<file path="config.mk">
export PLATFORM = sky130hd
export DESIGN_NAME = tdc_datapath
export DESIGN_NICKNAME = d
export VERILOG_FILES = /design/src/tdc_pkg.sv /design/src/tdc_datapath.sv
export SDC_FILE = /design/constraint.sdc
export NUM_CORES = 2
export LEC_CHECK = 0
export BUFFER_PORTS_ARGS = -buffer_cell sky130_fd_sc_hd__buf_4
export CAP_MARGIN = 20
export CORE_AREA = 2 2 373 375
export CTS_BUF_LIST = sky130_fd_sc_hd__clkbuf_4
export DETAILED_ROUTE_END_ITERATION = 6
export DIE_AREA = 0 0 375 377
export PLACE_DENSITY = 0.51
export SYNTH_ARGS = -nofsm -noshare
export SYNTH_HDL_FRONTEND = slang
export SYNTH_SLANG_ARGS = --single-unit
</file>
<file path="constraint.sdc">
create_clock -name clock -period 14.4 [get_ports clock]
set_clock_uncertainty 0.1 [all_clocks]
set_input_delay 2.88 -clock clock [delete_from_list [all_inputs] [get_ports clock]]
set_output_delay 2.88 -clock clock [all_outputs]
set_load 0.02 [all_outputs]
</file>
<file path="src/tdc_pkg.sv">
`default_nettype none

package tdc_pkg;

   // default limits of the build
   localparam int unsigned DEF_MAX_EXTENT      = 16384;
   localparam int unsigned DEF_MAX_LAYER_COUNT = 2048;
   localparam int unsigned DEF_MIP_LIMIT       = 32;
   localparam int unsigned DEF_ALPHA_MAX       = 3;

   // register reset values
   localparam logic [14:0] RST_MAX_EXTENT  = 15'd16384;
   localparam logic [11:0] RST_MAX_DEPTH   = 12'd2048;
   localparam logic [11:0] RST_MAX_LAYERS  = 12'd2048;
   localparam logic [17:0] RST_MAX_SUBRES  = 18'h3FFFF;
   localparam logic [47:0] RST_MAX_BYTES   = 48'hFFFF_FFFF_FFFF;

   // register indexes
   localparam logic [2:0] CSR_MAX_EXTENT = 3'd0;
   localparam logic [2:0] CSR_MAX_DEPTH  = 3'd1;
   localparam logic [2:0] CSR_MAX_LAYERS = 3'd2;
   localparam logic [2:0] CSR_MAX_SUBRES = 3'd3;
   localparam logic [2:0] CSR_MAX_BYTES  = 3'd4;

   // status codes
   localparam logic [3:0] ST_OK          = 4'd0;
   localparam logic [3:0] ST_BAD_ENUM    = 4'd1;
   localparam logic [3:0] ST_BAD_EXTENT  = 4'd2;
   localparam logic [3:0] ST_MIPS        = 4'd3;
   localparam logic [3:0] ST_DEPTH       = 4'd4;
   localparam logic [3:0] ST_LAYERS      = 4'd5;
   localparam logic [3:0] ST_CUBE        = 4'd6;
   localparam logic [3:0] ST_SRGB        = 4'd7;
   localparam logic [3:0] ST_NORMAL      = 4'd8;
   localparam logic [3:0] ST_HDR         = 4'd9;
   localparam logic [3:0] ST_SUBRES      = 4'd10;
   localparam logic [3:0] ST_BUDGET      = 4'd11;

   // texture kinds and semantics
   localparam logic [2:0] KIND_2D         = 3'd0;
   localparam logic [2:0] KIND_2D_ARRAY   = 3'd1;
   localparam logic [2:0] KIND_CUBE       = 3'd2;
   localparam logic [2:0] KIND_CUBE_ARRAY = 3'd3;
   localparam logic [2:0] KIND_VOLUME     = 3'd4;
   localparam logic [2:0] SEM_COLOR       = 3'd0;
   localparam logic [2:0] SEM_NORMAL      = 3'd2;
   localparam logic [2:0] SEM_HDR         = 3'd3;
   localparam logic [4:0] FORMAT_COUNT    = 5'd27;

   typedef struct packed {
      logic       block4;    // 4x4 block compressed
      logic [2:0] bb_log2;   // log2 of bytes per block
      logic [2:0] channels;
      logic       hdr_ok;    // float storage or hdr-capable block format
      logic       srgb;
   } fmt_info_type;

   typedef struct packed {
      logic load_req;
      logic run_check;
      logic mul_first;
      logic mul_second;
      logic accumulate;
      logic load_rsp;
   } ctrl_cmd_type;

   typedef struct packed {
      logic chk_fail;
      logic last_mip;
   } dp_status_type;

   // per-format properties
   function automatic fmt_info_type fmt_lookup(input logic [4:0] code);
      fmt_info_type r;
      r = '0;
      unique case (code)
         5'd0:  r = '{1'b0, 3'd0, 3'd1, 1'b0, 1'b0};
         5'd1:  r = '{1'b0, 3'd1, 3'd2, 1'b0, 1'b0};
         5'd2:  r = '{1'b0, 3'd2, 3'd4, 1'b0, 1'b0};
         5'd3:  r = '{1'b0, 3'd2, 3'd4, 1'b0, 1'b1};
         5'd4:  r = '{1'b0, 3'd1, 3'd1, 1'b0, 1'b0};
         5'd5:  r = '{1'b0, 3'd2, 3'd2, 1'b0, 1'b0};
         5'd6:  r = '{1'b0, 3'd3, 3'd4, 1'b0, 1'b0};
         5'd7:  r = '{1'b0, 3'd1, 3'd1, 1'b1, 1'b0};
         5'd8:  r = '{1'b0, 3'd2, 3'd2, 1'b1, 1'b0};
         5'd9:  r = '{1'b0, 3'd3, 3'd4, 1'b1, 1'b0};
         5'd10: r = '{1'b0, 3'd2, 3'd1, 1'b1, 1'b0};
         5'd11: r = '{1'b0, 3'd3, 3'd2, 1'b1, 1'b0};
         5'd12: r = '{1'b0, 3'd4, 3'd4, 1'b1, 1'b0};
         5'd13: r = '{1'b1, 3'd3, 3'd4, 1'b0, 1'b0};
         5'd14: r = '{1'b1, 3'd3, 3'd4, 1'b0, 1'b1};
         5'd15: r = '{1'b1, 3'd4, 3'd4, 1'b0, 1'b0};
         5'd16: r = '{1'b1, 3'd4, 3'd4, 1'b0, 1'b1};
         5'd17: r = '{1'b1, 3'd4, 3'd4, 1'b0, 1'b0};
         5'd18: r = '{1'b1, 3'd4, 3'd4, 1'b0, 1'b1};
         5'd19: r = '{1'b1, 3'd3, 3'd1, 1'b0, 1'b0};
         5'd20: r = '{1'b1, 3'd3, 3'd1, 1'b0, 1'b0};
         5'd21: r = '{1'b1, 3'd4, 3'd2, 1'b0, 1'b0};
         5'd22: r = '{1'b1, 3'd4, 3'd2, 1'b0, 1'b0};
         5'd23: r = '{1'b1, 3'd4, 3'd3, 1'b1, 1'b0};
         5'd24: r = '{1'b1, 3'd4, 3'd3, 1'b1, 1'b0};
         5'd25: r = '{1'b1, 3'd4, 3'd4, 1'b0, 1'b0};
         5'd26: r = '{1'b1, 3'd4, 3'd4, 1'b0, 1'b1};
         default: r = '0;
      endcase
      return r;
   endfunction

   // position of the highest set bit plus one
   function automatic logic [3:0] bit_len(input logic [14:0] v);
      logic [3:0] n;
      n = 4'd0;
      for (int i = 0; i < 15; i++) begin
         if (v[i]) begin
            n = 4'(i + 1);
         end
      end
      return n;
   endfunction

endpackage

`default_nettype wire

</file>
<file path="src/tdc_datapath.sv">
`default_nettype none

module tdc_datapath #(
   parameter int unsigned MAX_EXTENT      = tdc_pkg::DEF_MAX_EXTENT,
   parameter int unsigned MAX_LAYER_COUNT = tdc_pkg::DEF_MAX_LAYER_COUNT,
   parameter int unsigned MIP_LIMIT       = tdc_pkg::DEF_MIP_LIMIT,
   parameter int unsigned ALPHA_MAX       = tdc_pkg::DEF_ALPHA_MAX
) (
   input  wire                    clock,
   input  wire                    reset,
   input  tdc_pkg::ctrl_cmd_type  cmd,
   output tdc_pkg::dp_status_type dp_status,
   input  wire                    csr_write,
   input  wire  [2:0]             csr_index,
   input  wire  [47:0]            csr_data,
   input  wire  [2:0]             texture_kind,
   input  wire  [4:0]             format_code,
   input  wire  [2:0]             usage_semantic,
   input  wire  [2:0]             alpha_mode,
   input  wire  [14:0]            width,
   input  wire  [14:0]            height,
   input  wire  [11:0]            depth,
   input  wire  [11:0]            layer_count,
   input  wire  [4:0]             mip_count,
   output logic [3:0]             status,
   output logic [17:0]            subresource_count,
   output logic [47:0]            total_bytes
);
   import tdc_pkg::*;

   logic [14:0] max_extent_ff;
   logic [11:0] max_depth_ff;
   logic [11:0] max_layers_ff;
   logic [17:0] max_subres_ff;
   logic [47:0] max_bytes_ff;

   logic [2:0]  kind_ff, sem_ff, alpha_ff;
   logic [4:0]  fmt_ff, mips_ff;
   logic [14:0] w_ff, h_ff;
   logic [11:0] d_ff, layers_ff;

   fmt_info_type fmt;
   logic         is_cube, is_volume;
   logic [14:0]  ext_max;
   logic [3:0]   chk_status;
   logic [14:0]  surf;
   logic [19:0]  count_full;
   logic [17:0]  count_sat;

   logic [3:0]   pre_status_ff;
   logic [17:0]  count_ff;

   logic [4:0]   mip_ff;
   logic [14:0]  lw, lw1, lh, lh1, bx, by;
   logic [11:0]  ld, ld1;
   logic [14:0]  factor;
   logic [28:0]  mul_a;
   logic [14:0]  mul_b;
   logic [43:0]  mul_p;
   logic [43:0]  prod_ff;
   logic [47:0]  acc_ff;

   logic [3:0]   fin_status;
   logic [3:0]   status_ff;
   logic [17:0]  subres_ff;
   logic [47:0]  total_ff;

   // limit registers
   always_ff @(posedge clock) begin
      if (reset) begin
         max_extent_ff <= RST_MAX_EXTENT;
         max_depth_ff  <= RST_MAX_DEPTH;
         max_layers_ff <= RST_MAX_LAYERS;
         max_subres_ff <= RST_MAX_SUBRES;
         max_bytes_ff  <= RST_MAX_BYTES;
      end else if (csr_write) begin
         unique case (csr_index)
            CSR_MAX_EXTENT: max_extent_ff <= csr_data[14:0];
            CSR_MAX_DEPTH:  max_depth_ff  <= csr_data[11:0];
            CSR_MAX_LAYERS: max_layers_ff <= csr_data[11:0];
            CSR_MAX_SUBRES: max_subres_ff <= csr_data[17:0];
            CSR_MAX_BYTES:  max_bytes_ff  <= csr_data;
            default: ;
         endcase
      end
   end

   // descriptor capture
   always_ff @(posedge clock) begin
      if (cmd.load_req) begin
         kind_ff   <= texture_kind;
         fmt_ff    <= format_code;
         sem_ff    <= usage_semantic;
         alpha_ff  <= alpha_mode;
         w_ff      <= width;
         h_ff      <= height;
         d_ff      <= depth;
         layers_ff <= layer_count;
         mips_ff   <= mip_count;
      end
   end

   assign fmt       = fmt_lookup(fmt_ff);
   assign is_cube   = (kind_ff == KIND_CUBE) || (kind_ff == KIND_CUBE_ARRAY);
   assign is_volume = (kind_ff == KIND_VOLUME);

   // largest of the three base extents
   always_comb begin
      ext_max = (w_ff > h_ff) ? w_ff : h_ff;
      if ({3'b0, d_ff} > ext_max) ext_max = {3'b0, d_ff};
   end

   // ordered descriptor checks, first failure wins
   always_comb begin
      priority if (kind_ff > KIND_VOLUME || sem_ff > SEM_HDR ||
                   alpha_ff > 3'(ALPHA_MAX) || fmt_ff >= FORMAT_COUNT) begin
         chk_status = ST_BAD_ENUM;
      end else if (w_ff == '0 || h_ff == '0 || d_ff == '0 || layers_ff == '0 ||
                   mips_ff == '0 || w_ff > max_extent_ff || h_ff > max_extent_ff ||
                   {2'b0, w_ff} > 17'(MAX_EXTENT) || {2'b0, h_ff} > 17'(MAX_EXTENT) ||
                   d_ff > max_depth_ff || layers_ff > max_layers_ff ||
                   {2'b0, layers_ff} > 14'(MAX_LAYER_COUNT)) begin
         chk_status = ST_BAD_EXTENT;
      end else if ({1'b0, mips_ff} > {2'b0, bit_len(ext_max)} ||
                   {1'b0, mips_ff} > 6'(MIP_LIMIT)) begin
         chk_status = ST_MIPS;
      end else if (!is_volume && d_ff != 12'd1) begin
         chk_status = ST_DEPTH;
      end else if (kind_ff != KIND_2D_ARRAY && kind_ff != KIND_CUBE_ARRAY &&
                   layers_ff != 12'd1) begin
         chk_status = ST_LAYERS;
      end else if (is_cube && w_ff != h_ff) begin
         chk_status = ST_CUBE;
      end else if (fmt.srgb && sem_ff != SEM_COLOR) begin
         chk_status = ST_SRGB;
      end else if (sem_ff == SEM_NORMAL && fmt.channels < 3'd2) begin
         chk_status = ST_NORMAL;
      end else if (sem_ff == SEM_HDR && !fmt.hdr_ok) begin
         chk_status = ST_HDR;
      end else if (count_full > {2'b0, max_subres_ff}) begin
         chk_status = ST_SUBRES;
      end else begin
         chk_status = ST_OK;
      end
   end

   // surface and subresource counts
   assign surf       = is_cube ? (({3'b0, layers_ff} << 2) + ({3'b0, layers_ff} << 1))
                               : {3'b0, layers_ff};
   assign count_full = 20'(surf) * 20'(mips_ff);
   assign count_sat  = (count_full[19:18] != 2'b00) ? 18'h3FFFF : count_full[17:0];

   always_ff @(posedge clock) begin
      if (cmd.run_check) begin
         pre_status_ff <= chk_status;
         count_ff      <= (chk_status == ST_OK || chk_status == ST_SUBRES) ? count_sat
                                                                          : 18'd0;
      end
   end

   // level extents in blocks
   assign lw  = w_ff >> mip_ff;
   assign lh  = h_ff >> mip_ff;
   assign ld  = d_ff >> mip_ff;
   assign lw1 = (lw == '0) ? 15'd1 : lw;
   assign lh1 = (lh == '0) ? 15'd1 : lh;
   assign ld1 = (ld == '0) ? 12'd1 : ld;
   assign bx  = fmt.block4 ? ((lw1 >> 2) + 15'(lw1[1:0] != 2'b00)) : lw1;
   assign by  = fmt.block4 ? ((lh1 >> 2) + 15'(lh1[1:0] != 2'b00)) : lh1;
   assign factor = is_volume ? {3'b0, ld1} : surf;

   // shared multiplier: blocks per level, then times depth or surfaces
   assign mul_a = cmd.mul_first ? {14'b0, bx} : prod_ff[28:0];
   assign mul_b = cmd.mul_first ? by : factor;
   assign mul_p = 44'(mul_a) * 44'(mul_b);

   always_ff @(posedge clock) begin
      if (cmd.mul_first || cmd.mul_second) begin
         prod_ff <= mul_p;
      end
   end

   // byte accumulation and mip stepping
   always_ff @(posedge clock) begin
      if (cmd.run_check) begin
         acc_ff <= '0;
         mip_ff <= '0;
      end else if (cmd.accumulate) begin
         acc_ff <= acc_ff + (48'(prod_ff) << fmt.bb_log2);
         mip_ff <= mip_ff + 5'd1;
      end
   end

   assign dp_status.chk_fail = (chk_status != ST_OK);
   assign dp_status.last_mip = (mip_ff == mips_ff - 5'd1);

   // final status and result register
   always_comb begin
      if (pre_status_ff != ST_OK) begin
         fin_status = pre_status_ff;
      end else if (acc_ff > max_bytes_ff) begin
         fin_status = ST_BUDGET;
      end else begin
         fin_status = ST_OK;
      end
   end

   always_ff @(posedge clock) begin
      if (cmd.load_rsp) begin
         status_ff <= fin_status;
         subres_ff <= count_ff;
         total_ff  <= (fin_status == ST_OK || fin_status == ST_BUDGET) ? acc_ff : 48'd0;
      end
   end

   assign status            = status_ff;
   assign subresource_count = subres_ff;
   assign total_bytes       = total_ff;

endmodule

`default_nettype wire

</file>
* Yosys cells after proc, flatten, opt, wreduce, memory -nomap -nowiden *
Memory sizes are Yosys's and may differ from the RTL's. A register that Yosys moved wholly into a read port is not among the register bits.
Index checks and enable logic that the tools add are counted.

cells by class
  add/sub/neg operators = 6
  multipliers = 2
  divide/modulo/power cells = 0
  $lt $le $gt $ge = 18
  equality and inequality tests = 17
  shifts and indexed selects = 4
  muxes and demuxes = 42
  bitwise logic cells = 0
  reductions and logical operators = 50

operators by type and width
  kind                                                                      count
  15-bit 2-to-1 mux                                                         9
  4-bit 2-to-1 mux                                                          28
  15-bit logical NOT                                                        4
  48-bit adder                                                              1
  48-bit greater-than comparator                                            1
  44-bit by 3-bit left shift with 48-bit output                             1
  15-bit greater-than comparator                                            3
  29-bit by 15-bit multiplier with 44-bit output                            1
  12-bit logical NOT                                                        3
  15-bit greater-than comparator, second input constant                     2
  15-bit by 5-bit >> shifter with 15-bit output                             2
  29-bit 2-to-1 mux                                                         1
  13-bit by 1-bit adder with 14-bit output                                  2
  12-bit greater-than comparator                                            2
  12-bit by 1-bit inequality test with 1-bit output, second input constant  2
  20-bit by 18-bit greater-than comparator with 1-bit output                1
  15-bit by 5-bit multiplier with 20-bit output                             1
  1-bit logical OR                                                          19
  3-bit by 2-bit equality test with 1-bit output, second input constant     6
  18-bit 2-to-1 mux                                                         1
  14-bit by 13-bit adder with 15-bit output                                 1
  12-bit by 15-bit greater-than comparator with 1-bit output                1
  15-bit inequality test                                                    1
  12-bit greater-than comparator, second input constant                     1
  27 further kinds                                                          45

word-level totals
  flip-flop bits (word level) = 367
  latch bits = 0
  RAM bits = 0
  bits in read-only memories = 288
  input port bits = 133
  output and inout port bits = 72
  word-level logic and storage cells = 162
  memories = 1

memory list
  name             words  bits a word  read ports  clocked after Yosys merged registers in  wr ports  RTL line       RTL
  (no name shown)  32     9            1           1                                        0         tdc_pkg.sv:76  unique case (code)

* Logic depth before layout (Yosys ltp) *
  word-level depth = 28
  gate-level depth with buffers = 44
  mapped depth without buffers = 38

* Worst setup path after synthesis *
No wires, ideal clock.

  path type = input port to flip-flop
  start point = input port cmd[3] in the netlist's numbering
  end point = register prod_ff[42] (data pin)
  library setup time = 0.259 ns
  arrival = 9.875 ns
  data required time = 14.041 ns
  path slack = 4.166 ns
  cell stages on the path = 26
  cells stage by stage = clkbuf_1 > clkbuf_1 > nor2_1 > nor2_1 > clkbuf_1 > nand2_1 > fa_1 > fa_1 > fa_1 > inv_1 > fa_1 > fa_1 > inv_1 > fa_1 > inv_1 > ha_1 > nand3_1 > o221ai_1 > a21oi_1 > o22ai_1 > a21oi_1 > o41ai_1 > a211oi_1 > o21bai_1 > a41oi_1 > xnor2_1

between the ends
  longest elaborated chain between the ends = 2

ends and longest elaborated chain
  item                                                    RTL line                                  RTL
  start: declaration                                      tdc_datapath.sv:11                        input tdc_pkg::ctrl_cmd_type cmd,
  29-bit 2-to-1 mux or 15-bit 2-to-1 mux (tied branches)  tdc_datapath.sv:173, tdc_datapath.sv:174
  29-bit by 15-bit multiplier with 44-bit output *        tdc_datapath.sv:175                       assign mul_p = 44'(mul_a) * 44'(mul_b);
  net mul_p[42]                                           tdc_datapath.sv:59                        logic [43:0] mul_p;
  end signal: assignment                                  tdc_datapath.sv:179                       prod_ff <= mul_p;
  end: declaration                                        tdc_datapath.sv:60                        logic [43:0] prod_ff;

Mark *: on every way through the listed nets, which the timed path passes. The rest lies on a longest branch.
A chain may end at the register's enable or synchronous reset.

==> impl_metrics.yaml <==
outcome:
  status: "completed"
clock_network:
  cts_setup_buffers: 0
  hold_buffers: 0
  cts_root_buf: "clkbuf_4"
  cts_resized: 0
  cts_buffers: 105
  insertion_delay_ns: 1.07
  numClockSinks: 373
  htreeDepth: 3
  cts_buffer_depth: 3
  clkTransAtPathRegs_ns: 0.07
  cts_tree: "built"
place:
  place_hpwl_um: 99100
  gp_congestion: 0.899
  port_buffers: 202
die:
  dieWidth_um: 375
  coreArea_um2: 137000
  num_io_pins: 205
  dieArea_um2: 141000
  die_h_um: 377
  start_util_pct: 29.9
  num_rows: 136
synthesis:
  synth_edf_count: 207
  synth_most_common_cell: "nand2_1"
  ys_ff_latch: 373
  yosys_warnings: 0
  ys_types: 101
  seq_area_frac_synth_pct: 23.3
  synthFlopType: "edfxtp_1"
  yosys-top-cells-area: "fa_1 19%, edfxtp_1 15%, ha_1 11%, dfxtp_1 8.1%, nand2_1 5.7%"
  async_flop_share_pct: 0
  synth_common_cells: "621 x nand2_1, 560 x inv_1, 390 x fa_1"
  yosysTopAreaCell: "fa_1"
  syn_area_per_cell_um2: 9.04
  post_synth_instance_area_um2: 41000
  syn_nets: 5420
  syn_inst: 4532
  yosysTopAreaCellShare_pct: 19.1
final_layout:
  fin_nets: 5578
  area_delta_synth_final_pct: 11.7
  layout-drive-gt1-share_pct: 12.7
drt:
  via_count: 33000
  drtPass1Iterations: 5
  drc: 0
  antenna_left: 0
  routedWlPerCell_um: 19.4
  drt_iter0_drc: 2493
  routed_wl_um: 128000
  avgViaCountPerCell: 5.02
setup_path:
  cpPeakStageDelay_ns: 0.64
  path_common_cell: "fa_1"
  path_class: "reg2out"
  cp_slowest_cell: "o31ai_1"
  required_ns: 11.42
  cp-start-kind: "flip-flop"
  crit_arrival_ns: 9.51
  cp_max_fo: 9
  worstSetupEndpointType: "output pin"
global_routing:
  grt_pass1_wl_um: 198000
  grt_antenna_before_repair: 9
  overflow: 0
  grt_util_all_layers_pct: 18.1
  grt_max_degree: 106
  grt_pass1_vias: 33300
timing:
  relSlewSlack_pct: 24.0
  fmax_mhz: 80.1
  rsz0062_at_grt: "no"
  slew_viol_final: 0
  fin_crit_ns: 12.49
  post-route-period-util_pct: 86.7
  finalSetupViolations: 0
  worst_slew_pin_slew_ns: 1.13
  finalHoldViolations: 0
  tns_ns: 0
worst_hold_path:
  hold_class: "reg2reg"
job:
  max_cap_violations: 0
worst paths after layout:
check / cells after the start / slack, ns / to / from
worst max register to register: 36 / 1.98 / prod_ff[42] / mip_ff[2]
worst max-delay path: 32 / 1.91 / dp_status[1] / layers_ff[0]
worst min register to register: 0 / 0.31 / subresource_count[0] / count_ff[0]
worst min-delay path: 0 / 0.31 / subresource_count[0] / count_ff[0]
state kept, by name, summed over array words and instances, names as in the netlist, 15 cells and up:
register / count
acc_ff: 48
max_subres_ff: 18
prod_ff: 44
w_ff: 15
total_bytes: 48
max_extent_ff: 15
count_ff: 18
subresource_count: 18
h_ff: 15
max_bytes_ff: 48
placed cells by master, fill, tap and decap left out, drive strengths merged, types with 16 or more instances in the layout:
master / netlist / final
clkinv: 3 / 51
nand3: 53 / 53
and3: 28 / 28
buf: 50 / 245
a211oi: 29 / 29
mux2: 56 / 56
nor4: 20 / 20
inv: 562 / 565
o22ai: 16 / 16
o21bai: 28 / 28
mux2i: 91 / 91
nor3: 55 / 55
clkbuf: 145 / 144
o21a: 31 / 31
nand4: 41 / 41
o21ai: 113 / 113
mux4: 55 / 55
edfxtp: 207 / 207
nor2: 383 / 383
a21oi: 243 / 243
nor2b: 70 / 70
a31oi: 26 / 26
o211ai: 19 / 19
xnor2: 79 / 79
xor2: 30 / 30
o31ai: 17 / 17
and2: 123 / 123
nand3b: 72 / 72
ha: 365 / 365
nand2b: 53 / 53
dfxtp: 166 / 166
fa: 390 / 390
a21o: 115 / 115
nand2: 631 / 631
critical path: cells and delay by family (launching register included):
kind,cells,cell delay [ns]
adders and majority gates,7,2.67
xor gates and xnor gates,1,0.26
DFF,1,0.54
and+or+nand+nor,7,1.46
buffers and inverters,4,0.36
AOI/OAI and AO/OA,13,3.12
metrics by stage:
step                util [%]  cells  instance area [um2]  setup slack (ns)  hold WS [ns]
floorplan                  -   4532                41000              4.17         0.300
global placement        32.4   6373                44300              2.21         0.306
detailed placement      32.4   6373                44300              2.15         0.305
CTS                     33.4   6570                45700              1.74         0.313
global route            33.4   6579                45800              1.14         0.328
finish                  33.4   6581                45800              1.91         0.309
area by class of cell:
| type | count | area [um2] |
|---|---|---|
| Fill cell | 14300 | 91200 |
| Timing Repair Buffer | 246 | 1850 |
| Antenna cell | 7 | 17.5 |
| Tap cell | 1794 | 2240 |
| Clock buffer | 143 | 1070 |
| Multi-Input combinational cell | 3399 | 28600 |
| Inverter | 565 | 2120 |
| Sequential cell | 373 | 9550 |
| Clock inverter | 54 | 323 |
per-layer routing:
metal	GRT usage [%]	part of all wire, %	vias up
met5	0	0	-
met4	5.61	2.7	0
met3	3.13	6.3	176
met2	27.9	43	967
met1	25.6	48	16200
li1	-	-	15700
logic make-up after synthesis:
kind of cell,count (synthesis),synth area share (%)
flip-flops,373,23.3
AND/OR/NAND/NOR,1586,18.3
buffers and inverters,760,7.23
XOR/XNOR,109,2.33
adder cells (fa/ha/maj),756,30.2
AO/OA/AOI/OAI,746,11.9
multiplexers,202,6.78
Power is left out: the tool's default activity adds up to more than one toggle a clock period on the data nets, which glitch-free logic cannot reach.
